## src/hdl/ple_pkg.sv

```systemverilog
package ple_pkg;

    typedef enum logic [2:0] {
        FUNC_INSERT = 3'd0,
        FUNC_REMOVE = 3'd1,
        FUNC_GET    = 3'd2,
        FUNC_SET    = 3'd3,
        FUNC_CLEAR  = 3'd4
    } func_t;

    typedef struct packed {
        logic shift_up;
        logic shift_down;
        logic write;
    } cell_ctl_t;

    localparam int FUNC_W     = 3;
    localparam int POSITION_W = 7;
    localparam int VALUE_W    = 32;
    localparam int LENGTH_W   = 7;
    localparam int S_TDATA_W  = 48;
    localparam int M_TDATA_W  = 48;

endpackage

```

## src/hdl/ple_cell.sv

```systemverilog
module ple_cell #(
    parameter int DATA_WIDTH = 32,
    parameter int IDX_W      = 6
) (
    input  logic                  aclk,
    input  ple_pkg::cell_ctl_t    ctl,
    input  logic [IDX_W-1:0]      cell_idx,
    input  logic [IDX_W-1:0]      sel_idx,
    input  logic [DATA_WIDTH-1:0] wr_data,
    input  logic [DATA_WIDTH-1:0] left_data,
    input  logic [DATA_WIDTH-1:0] right_data,
    output logic [DATA_WIDTH-1:0] data,
    output logic                  hit
);
    import ple_pkg::*;

    logic [DATA_WIDTH-1:0] data_reg;
    logic [DATA_WIDTH-1:0] data_next;

    assign hit  = (cell_idx == sel_idx);
    assign data = data_reg;

    always_comb begin
        data_next = data_reg;
        if (ctl.shift_down && (cell_idx >= sel_idx)) begin
            data_next = right_data;
        end else if (ctl.write && hit) begin
            data_next = wr_data;
        end else if (ctl.shift_up && (cell_idx > sel_idx)) begin
            data_next = left_data;
        end
    end

    always_ff @(posedge aclk) begin
        data_reg <= data_next;
    end

endmodule
```

## config.mk

```make
export PLATFORM = sky130hd
export DESIGN_NAME = ple_cell
export DESIGN_NICKNAME = d
export VERILOG_FILES = /design/src/hdl/ple_pkg.sv /design/src/hdl/ple_cell.sv
export SDC_FILE = /design/constraint.sdc
export NUM_CORES = 1
export LEC_CHECK = 0
export BUFFER_PORTS_ARGS = -buffer_cell sky130_fd_sc_hd__buf_2
export CAP_MARGIN = 20
export CORE_AREA = 5 5 74 76
export DETAILED_ROUTE_END_ITERATION = 6
export DIE_AREA = 0 0 79 81
export PLACE_DENSITY = 0.84
export RECOVER_POWER = 50
export SLEW_MARGIN = 10
export SYNTH_ARGS = -nofsm -noshare
export SYNTH_HDL_FRONTEND = slang
export SYNTH_SLANG_ARGS = --single-unit
```

## constraint.sdc

```tcl
create_clock -name aclk -period 8.8 [get_ports aclk]
set_clock_uncertainty 0.1 [all_clocks]
set_input_delay 1.32 -clock aclk [delete_from_list [all_inputs] [get_ports aclk]]
set_output_delay 1.32 -clock aclk [all_outputs]
set_load 0.01 [all_outputs]
```

; ---- After elaboration in Yosys (flattened, before gate mapping)
; Index checks and enable logic that the tools add are counted.
[classes]
magnitude_cmp = 2
n_eq_ne = 1
muxes = 3
reduce_logical = 4
[ops]
columns = operator, n
row1 = 32-bit two-way mux, 3
row2 = 6-bit == test, 1
row3 = 6-bit >= comparator, 1
row4 = 6-bit greater-than comparator, 1
row5 = 1-bit logical AND, 3
row6 = 3-bit nonzero test, 1
[totals]
register_bits = 32
input_bits = 112
out_inout_bits = 33
elab_cells = 11

; ---- Logic depth before layout (Yosys ltp)
; Gate-level depths: netlist of the first run.
[logic_depth]
depth_word = 5
ltp_mapped = 8
depth_no_buf = 7

; ---- Worst setup path after synthesis of the first run
; Ideal clock, no wire load.
[synth_path]
kind = input to register
start = in sel_idx[1]
end = reg data_reg[0], in the netlist data[0] (enable)
setup_time_ns = 0.561
arrival_ns = 3.212
t_required_ns = 8.139
path_slack_ns = 4.927
cell_stages = 8
n_path_buf = 2
path_cell_list = inv_1 > ha_1 > nor2b_1 > o21ai_0 > a41o_1 > buf_6 > buf_6 > nand3_1
[synth_via]
elab_chain_len = 3
word_cells_on_any_way = 7
classes_between = order compare (2) / eq/ne (1) / reduce/logical (4)
[synth_rtl]
columns = element, line
row1 = start: declaration, ple_cell.sv:8  ; input logic [IDX_W-1:0] sel_idx,
row2 = "6-bit >= comparator, or another cell as far along", ple_cell.sv:25  ; if (ctl.shift_down && (cell_idx >= sel_idx)) begin
row3 = 1-bit logical AND (on tied branches), "ple_cell.sv:25, ple_cell.sv:27, ple_cell.sv:29"
row4 = 3-bit nonzero test (no line) *, n/a
row5 = end signal: assignment, ple_cell.sv:35  ; data_reg <= data_next;
row6 = end: declaration, ple_cell.sv:17  ; logic [DATA_WIDTH-1:0] data_reg;
; Mark *: on every way between the ends. The rest lies on a longest branch, timed or not.
; A chain may end at the register's enable or synchronous reset.

; ---- Final worst setup path of the first run
[layout_path]
start = in cell_idx[1]
end = reg data_reg[26], in the netlist data[26] (enable)
[layout_via]
elab_chain_len = 3
word_cells_on_any_way = 7
classes_between = order compare (2) / eq/ne (1) / reduce/logical (4)
[layout_rtl]
columns = element, line
row1 = start: declaration, ple_cell.sv:7  ; input logic [IDX_W-1:0] cell_idx,
row2 = "6-bit >= comparator, or another cell as far along", ple_cell.sv:25
row3 = 1-bit logical AND (on tied branches), "ple_cell.sv:25, ple_cell.sv:27, ple_cell.sv:29"
row4 = 3-bit nonzero test (no line) *, n/a
; Marks and branches as above.

==> flow_summary.yaml, run 1 <==
cells_and_area:
  antenna_cells: 0
  syn2layout_area_growth_pct: 34.38
  nets: 392
  fill_cells: 429
  final_cell_mix: "buf_2 (112), mux2_2 (35), clkbuf_1 (33)"
  mostFrequentLayoutCell: "buf_2"
  largest_register_ffs: 32
  drive_above_1_share_pct: 62.41
  final_core_util_pct: 59.49
drt:
  drc: 0
  detail_route.wl_per_cell_um: 16.24
  vias: 1583
  ant_nets: 0
  dr.pass1.iters: 4
  routed_via_density: 4.826
  wl_mm: 5.328
  drt_iter0_markers: 67
sta:
  setup_viol: 0
  rsz0062_at_grt: "no"
  holdWs_ns: 1.224
  slew_violations: 34
  timing.setup.tns_ns: 0
  slew-limit-headroom_pct: -10.62
  min_period_ns: 4.099
  tightest_slew_ns: 1.659
  setup_ws_ns: 4.701
  max_freq_mhz: 244.0
  hold_violations: 0
  period_share_pct: 46.58
yosys:
  ys_ff_latch: 32
  seq_area_frac_synth_pct: 46.57
  synth_nets: 247
  ys_types: 17
  syn_avg_cell_area_um2: 15.99
  yosysWarnings: 0
  netlist_instances: 129
  syn-cell-area_um2: 2063
clocking:
  cts.sinks: 32
  cts_buffers: 5
  cts_setup_buffers: 0
  cts_root_buf: "clkbuf_8"
  cts_tree: "built"
  path_clk_slew_ns: 0.07
  cts_hold_repair.buffers: 0
  clockBufferDepth: 2
  cts_resized: 0
  cts-htree-levels: 2
floorplan:
  die_w_um: 79
  dieArea_um2: 6399
  core_um2: 4661
  dieHeight_um: 81
  fp-row-count: 25
  num_io_pins: 145
  initial_core_util_pct: 44.27
setup_path:
  crit_type: "in2reg"
  cpMaxStageDelayCell: "a41o_1"
  crit_arrival_ns: 3.99
  cp.required_ns: 8.69
  worstPathMaxFanout: 33
  max_stage_delay_ns: 1.33
  cp-start-kind: "input pin"
  cp-end-kind: "flip-flop"
  path_cells: "buf_2 -> ha_1 -> nor2b_1 -> o21ai_0 -> a41o_1 -> nand3_1 -> buf_4"
run_status:
  failed_checks: "max-capacitance violations, max-slew violations"
  outcome: "complete, but fails checks"
global_routing:
  grt_pass1_wl_mm: 7.969
  globalRouteTotalUtil_pct: 16.15
  grt_pass1_vias: 1693
  grt_max_degree: 34
  grt_antenna_before_repair: 0
  overflow: 0
power:
  p_leak_uw: 0.001302
  ir_drop_mv: 0.07285
  cellPowerDensity_nw_per_um2: 155.5
place:
  dp_hpwl_mm: 4.229
  gp_congestion: 0.7294
  dp_slack_ns: 4.891
  portBuffers: 144
min_path:
  hold_path.class: "in2reg"
  min_to: "data[8]"
  holdPathStages: 2
  hp-start: "right_data[8]"
job:
  cap_viol_max_count: 1
[critical path: cells and delay by family]
kind / cells / cell delay (ns)
adders and majority gates: 1 / 0.35
AOI/OAI and AO/OA: 2 / 1.56
buffers and inverters: 2 / 0.45
and+or+nand+nor: 2 / 0.30
[cell usage after synthesis (all sizes together)]
| cell | number | share of area [%] |
|---|---|---|
| nor2b | 1 | 0.30 |
| nand3 | 3 | 0.97 |
| o21ai | 1 | 0.24 |
| a41o | 1 | 0.49 |
| a21oi | 1 | 0.24 |
| buf | 7 | 3.3 |
| nand4 | 1 | 1.0 |
| ha | 6 | 3.6 |
| edfxtp | 32 | 47 |
| inv | 9 | 1.6 |
| and4 | 1 | 0.55 |
| a21o | 1 | 0.36 |
| mux2 | 64 | 40 |
| a311o | 1 | 0.49 |
[per-layer routing]
layer | vias up | GRT usage (%) | part of all wire, %
met1 | 709 | 17.48 | 36
met2 | 91 | 30.30 | 53
met4 | 0 | 6.701 | 1.3
met5 | - | 0 | 0
li1 | 777 | - | -
met3 | 6 | 3.659 | 9.4
[worst max-delay path by stage]
stage,startpoint,to,slack (ns),cells after the start
final,cell_idx[1],data[26],4.70,7
after global placement,cell_idx[1],data[14],4.98,7
after global routing,cell_idx[1],data[2],4.45,7
after CTS,sel_idx[5],hit,5.08,7
after floorplan,sel_idx[1],data[0],4.93,8
after detailed placement,cell_idx[1],data[21],4.89,7
[power by group]
part | total, uW | internal [uW] | leakage [uW] | switching [uW]
combinational | 116 | 56.8 | 0.000954 | 59.5
clock | 104 | 53.7 | 0.0000410 | 50.3
sequential | 211 | 204 | 0.000307 | 7.26
total | 431 | 314 | 0.00130 | 117
[cells by family after synthesis]
group                    share of synthesized area (%)
multiplexers                                     40.21
flip-flops                                       46.57
buffers and inverters                            4.912
adder cells (fa/ha/maj)                          3.638
AND/OR/NAND/NOR                                  2.850
AO/OA/AOI/OAI                                    1.819
[per-stage QoR]
| step | std cells | instance area (um^2) | power (uW) |
|---|---|---|---|
| finish | 328 | 2773 | 431.2 |
| global route | 328 | 2773 | 452.8 |
| CTS | 328 | 2870 | 449.5 |
| detailed placement | 321 | 2793 | 346.0 |
| global placement | 321 | 2793 | 341.7 |
| floorplan | 129 | 2063 | 287.0 |
[area by class of cell]
cell class | instances | area, um^2 | share of cell area (%)
flip-flops and latches | 32 | 960.9 | 34.66
multi-input cells | 81 | 944.7 | 34.07
repair buffers | 145 | 688.2 | 24.82
clock buffers | 6 | 72.57 | 2.617
well taps | 54 | 67.56 | 2.437
inverters | 9 | 33.78 | 1.218
clock inverters | 1 | 5.005 | 0.1805
No activity file was read; power rests on OpenSTA's default activity.
==> run 2: changes to the inputs <==
- ABC_AREA: not set -> 1
- CORE_AREA: 5 5 74 76 -> 5 5 82 84
- DIE_AREA: 0 0 79 81 -> 0 0 87 89
- PLACE_DENSITY: 0.84 -> 0.76
- clock period: 8.8 -> 3.41 ns (I/O delays scaled with it)
==> run 2 against run 1 <==
The run now ends clean. Core utilization shrank 8.8 points. Synthesized area grew 8.4%. Non-clock buffer count grew 3. Critical path depth grew 2. Synthesized cell count grew 110%. First-iteration DRC count grew 40%. Total power grew to 2.6 times the previous value. Largest power group unchanged. Cell count grew 49%.
==> flow_summary.yaml, run 2 <==
run_status:
  outcome: "complete, no violations"
setup_path:
  max_stage_delay_ns: 1.01
  worstPathMaxFanout: 32
  path_common_cell: "nand2_1"
  startpoint: "cell_idx[5]"
  cp_top_family: "buffers and inverters"
  crit_type: "in2reg"
  cpMaxStageDelayCell: "clkbuf_1"
  cp.required_ns: 3.44
  crit_arrival_ns: 2.78
  cp_num_buf_inv: 2
  path_cells: "buf_2 -> ha_1 -> nand2_1 -> nor2_4 -> nand2_1 -> nand3_1 -> clkbuf_1 -> nand3_1 -> nand2_1"
  cp-start-kind: "input pin"
  cp-end-kind: "flip-flop"
yosys:
  synth_most_common_cell: "nand2_1"
  postSynth.asyncResetShare_pct: 0
  synth_nets: 395
  ys_top_cells_by_area: "edfxtp_1 (43%), nand2_1 (18%), o21ai_2 (9.0%), nand3_1 (7.6%), inv_1 (7.4%)"
  ys_types: 21
  synth_top_cells_by_count: "nand2_1 (105), inv_1 (44), nand3_1 (34)"
  synth-edff-count: 32
  yosysWarnings: 0
  seq_area_frac_synth_pct: 42.95
  synthFlopType: "edfxtp_1"
  syn-cell-area_um2: 2237
  ys_ff_latch: 32
  syn_avg_cell_area_um2: 8.076
  synth_area_leader_cell: "edfxtp_1"
  netlist_instances: 277
  synth_top_area_share_pct: 42.95
cells_and_area:
  fin_cells: 490
  nets: 533
  multiInputGateArea_um2: 948.4
  drive_above_1_share_pct: 35.66
  antenna_cells: 0
  largest_register_ffs: 32
  final_cell_mix: "buf_2 (112), nand2_1 (106), inv_1 (44)"
  mostFrequentLayoutCell: "buf_2"
  regArea_um2: 960.9
  fill_cells: 599
  syn2layout_area_growth_pct: 32.49
clocking:
  cts_resized: 0
  cts.sinks: 32
  cts_root_buf: "clkbuf_8"
  cts_setup_buffers: 0
  path_clk_slew_ns: 0.06
  cts-htree-levels: 2
  cts_hold_repair.buffers: 0
  clockBufferDepth: 2
  cts_tree: "built"
  cts_buffers: 5
power:
  p_int_uw: 792.5
  p_leak_uw: 0.001650
  swShare_pct: 30.01
  seqPwrFrac_pct: 48.8
  ir_drop_mv: 0.1697
  cellPowerDensity_nw_per_um2: 382.0
  p_sw_uw: 339.8
  p_clk_share_pct: 22.1
  p_comb_share_pct: 29.1
global_routing:
  overflow: 0
  grt_pass1_wl_mm: 8.721
  grt_antenna_before_repair: 0
  grt_max_degree: 34
  globalRouteTotalUtil_pct: 14.17
  grt_pass1_vias: 2075
floorplan:
  num_io_pins: 145
  fp-row-count: 28
  core_um2: 5851
  dieArea_um2: 7743
  initial_core_util_pct: 38.24
  die_w_um: 87
  dieHeight_um: 89
drt:
  drc: 0
  ant_nets: 0
  routed_via_density: 4.469
  drt_iter0_markers: 94
  detail_route.wl_per_cell_um: 11.67
  vias: 2190
  dr.pass1.iters: 4
  wl_mm: 5.719
sta:
  slew_violations: 0
  tightest_slew_ns: 1.347
  rsz0062_at_grt: "no"
  hold_violations: 0
  max_freq_mhz: 363.8
  slew-limit-headroom_pct: 10.23
  holdWs_ns: 0.4430
  min_period_ns: 2.749
  period_share_pct: 80.61
  timing.setup.tns_ns: 0
  setup_viol: 0
place:
  gp_congestion: 0.7522
  dp_hpwl_mm: 4.602
  portBuffers: 144
  place_inst: 483
min_path:
  hp-start: "right_data[28]"
  hold_path.class: "in2reg"
job:
  cap_viol_max_count: 0
==> run 2: cell count changes in the layout (fill, tap and decap cells not counted), sizes merged, moves of 2 or more <==
cell	change
nand2	+107
mux2	-64
inv	+35
nand3	+33
o21ai	+31
buf	+2
==> run 2: worst min-delay path, stage by stage <==
cell	delay [ns]
buf_2	0.07
nand3_1	0.06
nand2_1	0.06
==> run 2: path summary, 6_finish.rpt <==
check | endpoint | depth (start not counted)
worst min-delay path | data[28] | 3
worst max-delay path | data[1] | 9
==> run 2: metal layers <==
metal | GRT usage, % | up-vias | routed length, um | share of wire, %
met5 | 0 | - | 0 | 0
met4 | 3.399 | 0 | 41 | 0.72
met3 | 3.594 | 4 | 565 | 9.9
met2 | 26.43 | 79 | 2840 | 50
met1 | 16.18 | 952 | 2273 | 40
li1 | - | 1155 | - | -
==> run 2: per-stage QoR <==
step           instance area (um^2)  power [uW]  worst slack (ns)  util [%]
2_1_floorplan                  2237       754.1            0.5047         -
3_3_place_gp                   2947       907.7            0.7337     50.36
3_5_place_dp                   2947       914.9            0.6923     50.36
4_1_cts                        3023        1170            0.9680     51.67
5_1_grt                        2964        1209            0.4708     50.66
6_report                       2964        1132            0.6613     50.66
==> run 2: power by group through the flow <==
stage	clock network, uW	logic (uW)	registers (uW)
after floorplan	0	151	603
after global placement	0	351	557
after detailed placement	0	358	557
after CTS	260	359	550
after global routing	278	370	561
final	250	330	552
==> run 2: area by class of cell <==
type,count,area share (%)
Clock buffer,5,2.322
Timing Repair Buffer,148,24.27
Tap cell,75,3.166
Inverter,44,5.572
Sequential cell,32,32.42
Multi-Input combinational cell,184,32.00
Clock inverter,2,0.2533
==> run 2: logic make-up after synthesis <==
family / Yosys count / share of synthesized area, %
compound gates: 34 / 11.74
buf+inv: 61 / 14.21
fa+ha+maj: 6 / 3.356
simple gates: 144 / 27.74
flops: 32 / 42.95
==> run 3: changes to the inputs <==
- clock period: 3.41 -> 2.4 ns (I/O delays scaled with it)
==> run 3 against run 2 <==
Combinational power up 44%. Critical path depth unchanged. Clock-buffer cell count stayed put. Largest cell class is now multi-input gates. Sequential power grew 42%. Core utilization is 1.2 points higher. Global-route usage increased by 0.23 points. Sequential cell count did not move. Clock power increased by 94%. Final area increased by 2.4%.
==> flow_summary.yaml, run 3 (synthesis gave the netlist of run 2 again) <==
floorplan:
  fp-row-count: 28
  dieHeight_um: 89
  dieArea_um2: 7743
  num_io_pins: 145
  initial_core_util_pct: 38.24
  die_w_um: 87
  core_um2: 5851
drt:
  drc: 0
  drt_iter0_markers: 79
  vias: 2177
  ant_nets: 0
  wl_mm: 5.742
  routed_via_density: 4.416
  dr.pass1.iters: 4
  detail_route.wl_per_cell_um: 11.65
sta:
  tightest_slew_ns: 0.6119
  slew_violations: 0
  period_share_pct: 81.50
  rsz0062_at_grt: "no"
  slew-limit-headroom_pct: 59.21
  max_freq_mhz: 511.3
  hold_violations: 0
  setup_viol: 0
  min_period_ns: 1.956
  timing.setup.tns_ns: 0
clocking:
  cts_hold_repair.buffers: 0
  cts-htree-levels: 2
  path_clk_slew_ns: 0.07
  cts_root_buf: "clkbuf_8"
  cts.sinks: 32
  cts_buffers: 5
  clockBufferDepth: 2
  cts_resized: 0
  cts_setup_buffers: 0
  cts_tree: "built"
global_routing:
  grt_pass1_wl_mm: 8.887
  globalRouteTotalUtil_pct: 14.41
  grt_antenna_before_repair: 0
  grt_max_degree: 38
  grt_pass1_vias: 2064
  overflow: 0
power:
  p_leak_uw: 0.001684
  p_sw_uw: 499.7
  total_power_uw: 1742
  cellPowerDensity_nw_per_um2: 573.7
  seqPwrFrac_pct: 44.9
  p_clk_share_pct: 27.8
  swShare_pct: 28.68
  ir_drop_mv: 0.2225
  p_comb_share_pct: 27.3
  p_int_uw: 1242
place:
  dp_hpwl_mm: 4.630
  portBuffers: 144
  dpl_cell_area_um2: 2974
  gp_congestion: 0.7500
cells_and_area:
  design_area_um2: 3037
  fill_cells: 605
  antenna_cells: 0
  nets: 535
  final_cell_mix: "buf_2 (111), nand2_1 (105), inv_1 (44)"
  drive_above_1_share_pct: 36.60
  largest_register_ffs: 32
  syn2layout_area_growth_pct: 35.74
  mostFrequentLayoutCell: "buf_2"
setup_path:
  crit_arrival_ns: 1.88
  crit_type: "in2reg"
  cp-end-kind: "flip-flop"
  cpMaxStageDelayCell: "clkbuf_2"
  cp.required_ns: 2.32
  worstPathMaxFanout: 32
  cp-start-kind: "input pin"
  path_cells: "buf_2 -> ha_1 -> nand2_2 -> inv_1 -> a21oi_2 -> nand3_4 -> clkbuf_2 -> nand3_1 -> nand2_1"
  max_stage_delay_ns: 0.41
job:
  cap_viol_max_count: 0
run_status:
  outcome: "complete, no violations"
min_path:
  hold_path.class: "in2reg"
## run 3: area by class of cell
| type | count | area (um^2) | area share, % |
|---|---|---|---|
| Timing Repair Buffer | 150 | 747.0 | 24.60 |
| Multi-Input combinational cell | 184 | 963.4 | 31.73 |
| Sequential cell | 32 | 960.9 | 31.64 |
| Tap cell | 75 | 93.84 | 3.090 |
| Inverter | 44 | 165.2 | 5.439 |
| Clock inverter | 3 | 37.54 | 1.236 |
| Clock buffer | 5 | 68.82 | 2.266 |
## run 3: path summary, 6_finish.rpt
check / from / end / slack [ns] / depth (start not counted)
hold / removal: right_data[11] / data[11] / 0.28 / 3
setup / recovery: cell_idx[5] / data[28] / 0.44 / 9
## run 3: metal layers
layer / vias to the layer above / GRT usage, % / wire, um
li1: 1163 / - / -
met1: 921 / 15.60 / 2279
met2: 87 / 27.05 / 2852
met3: 6 / 4.055 / 527
met4: 0 / 4.533 / 82
met5: - / 0 / 0
## run 3: critical path: cells and delay by family
| kind | cells | cell delay [ns] |
|---|---|---|
| buffers and inverters | 3 | 0.57 |
| and+or+nand+nor | 4 | 0.45 |
| adders and majority gates | 1 | 0.31 |
| AOI/OAI and AO/OA | 1 | 0.19 |
## run 3: through the flow
stage          util [%]  std cells  setup WS, ns  hold WS (ns)
6_report          51.90        493        0.4441        0.2836
3_5_place_dp      50.83        485        0.3022        0.5667
3_3_place_gp      50.83        485        0.3339        0.5629
4_1_cts           52.65        493        0.5879        0.2802
5_1_grt           51.90        493        0.2504        0.2784
2_1_floorplan         -        277       0.05247        0.4767
## run 3: power groups by stage
| stage | combinational, uW | sequential, uW | clock, uW |
|---|---|---|---|
| 6_report | 476 | 783 | 484 |
| 3_5_place_dp | 514 | 792 | 0 |
| 5_1_grt | 539 | 796 | 521 |
| 3_3_place_gp | 505 | 786 | 0 |
| 4_1_cts | 516 | 781 | 496 |
| 2_1_floorplan | 216 | 855 | 0 |
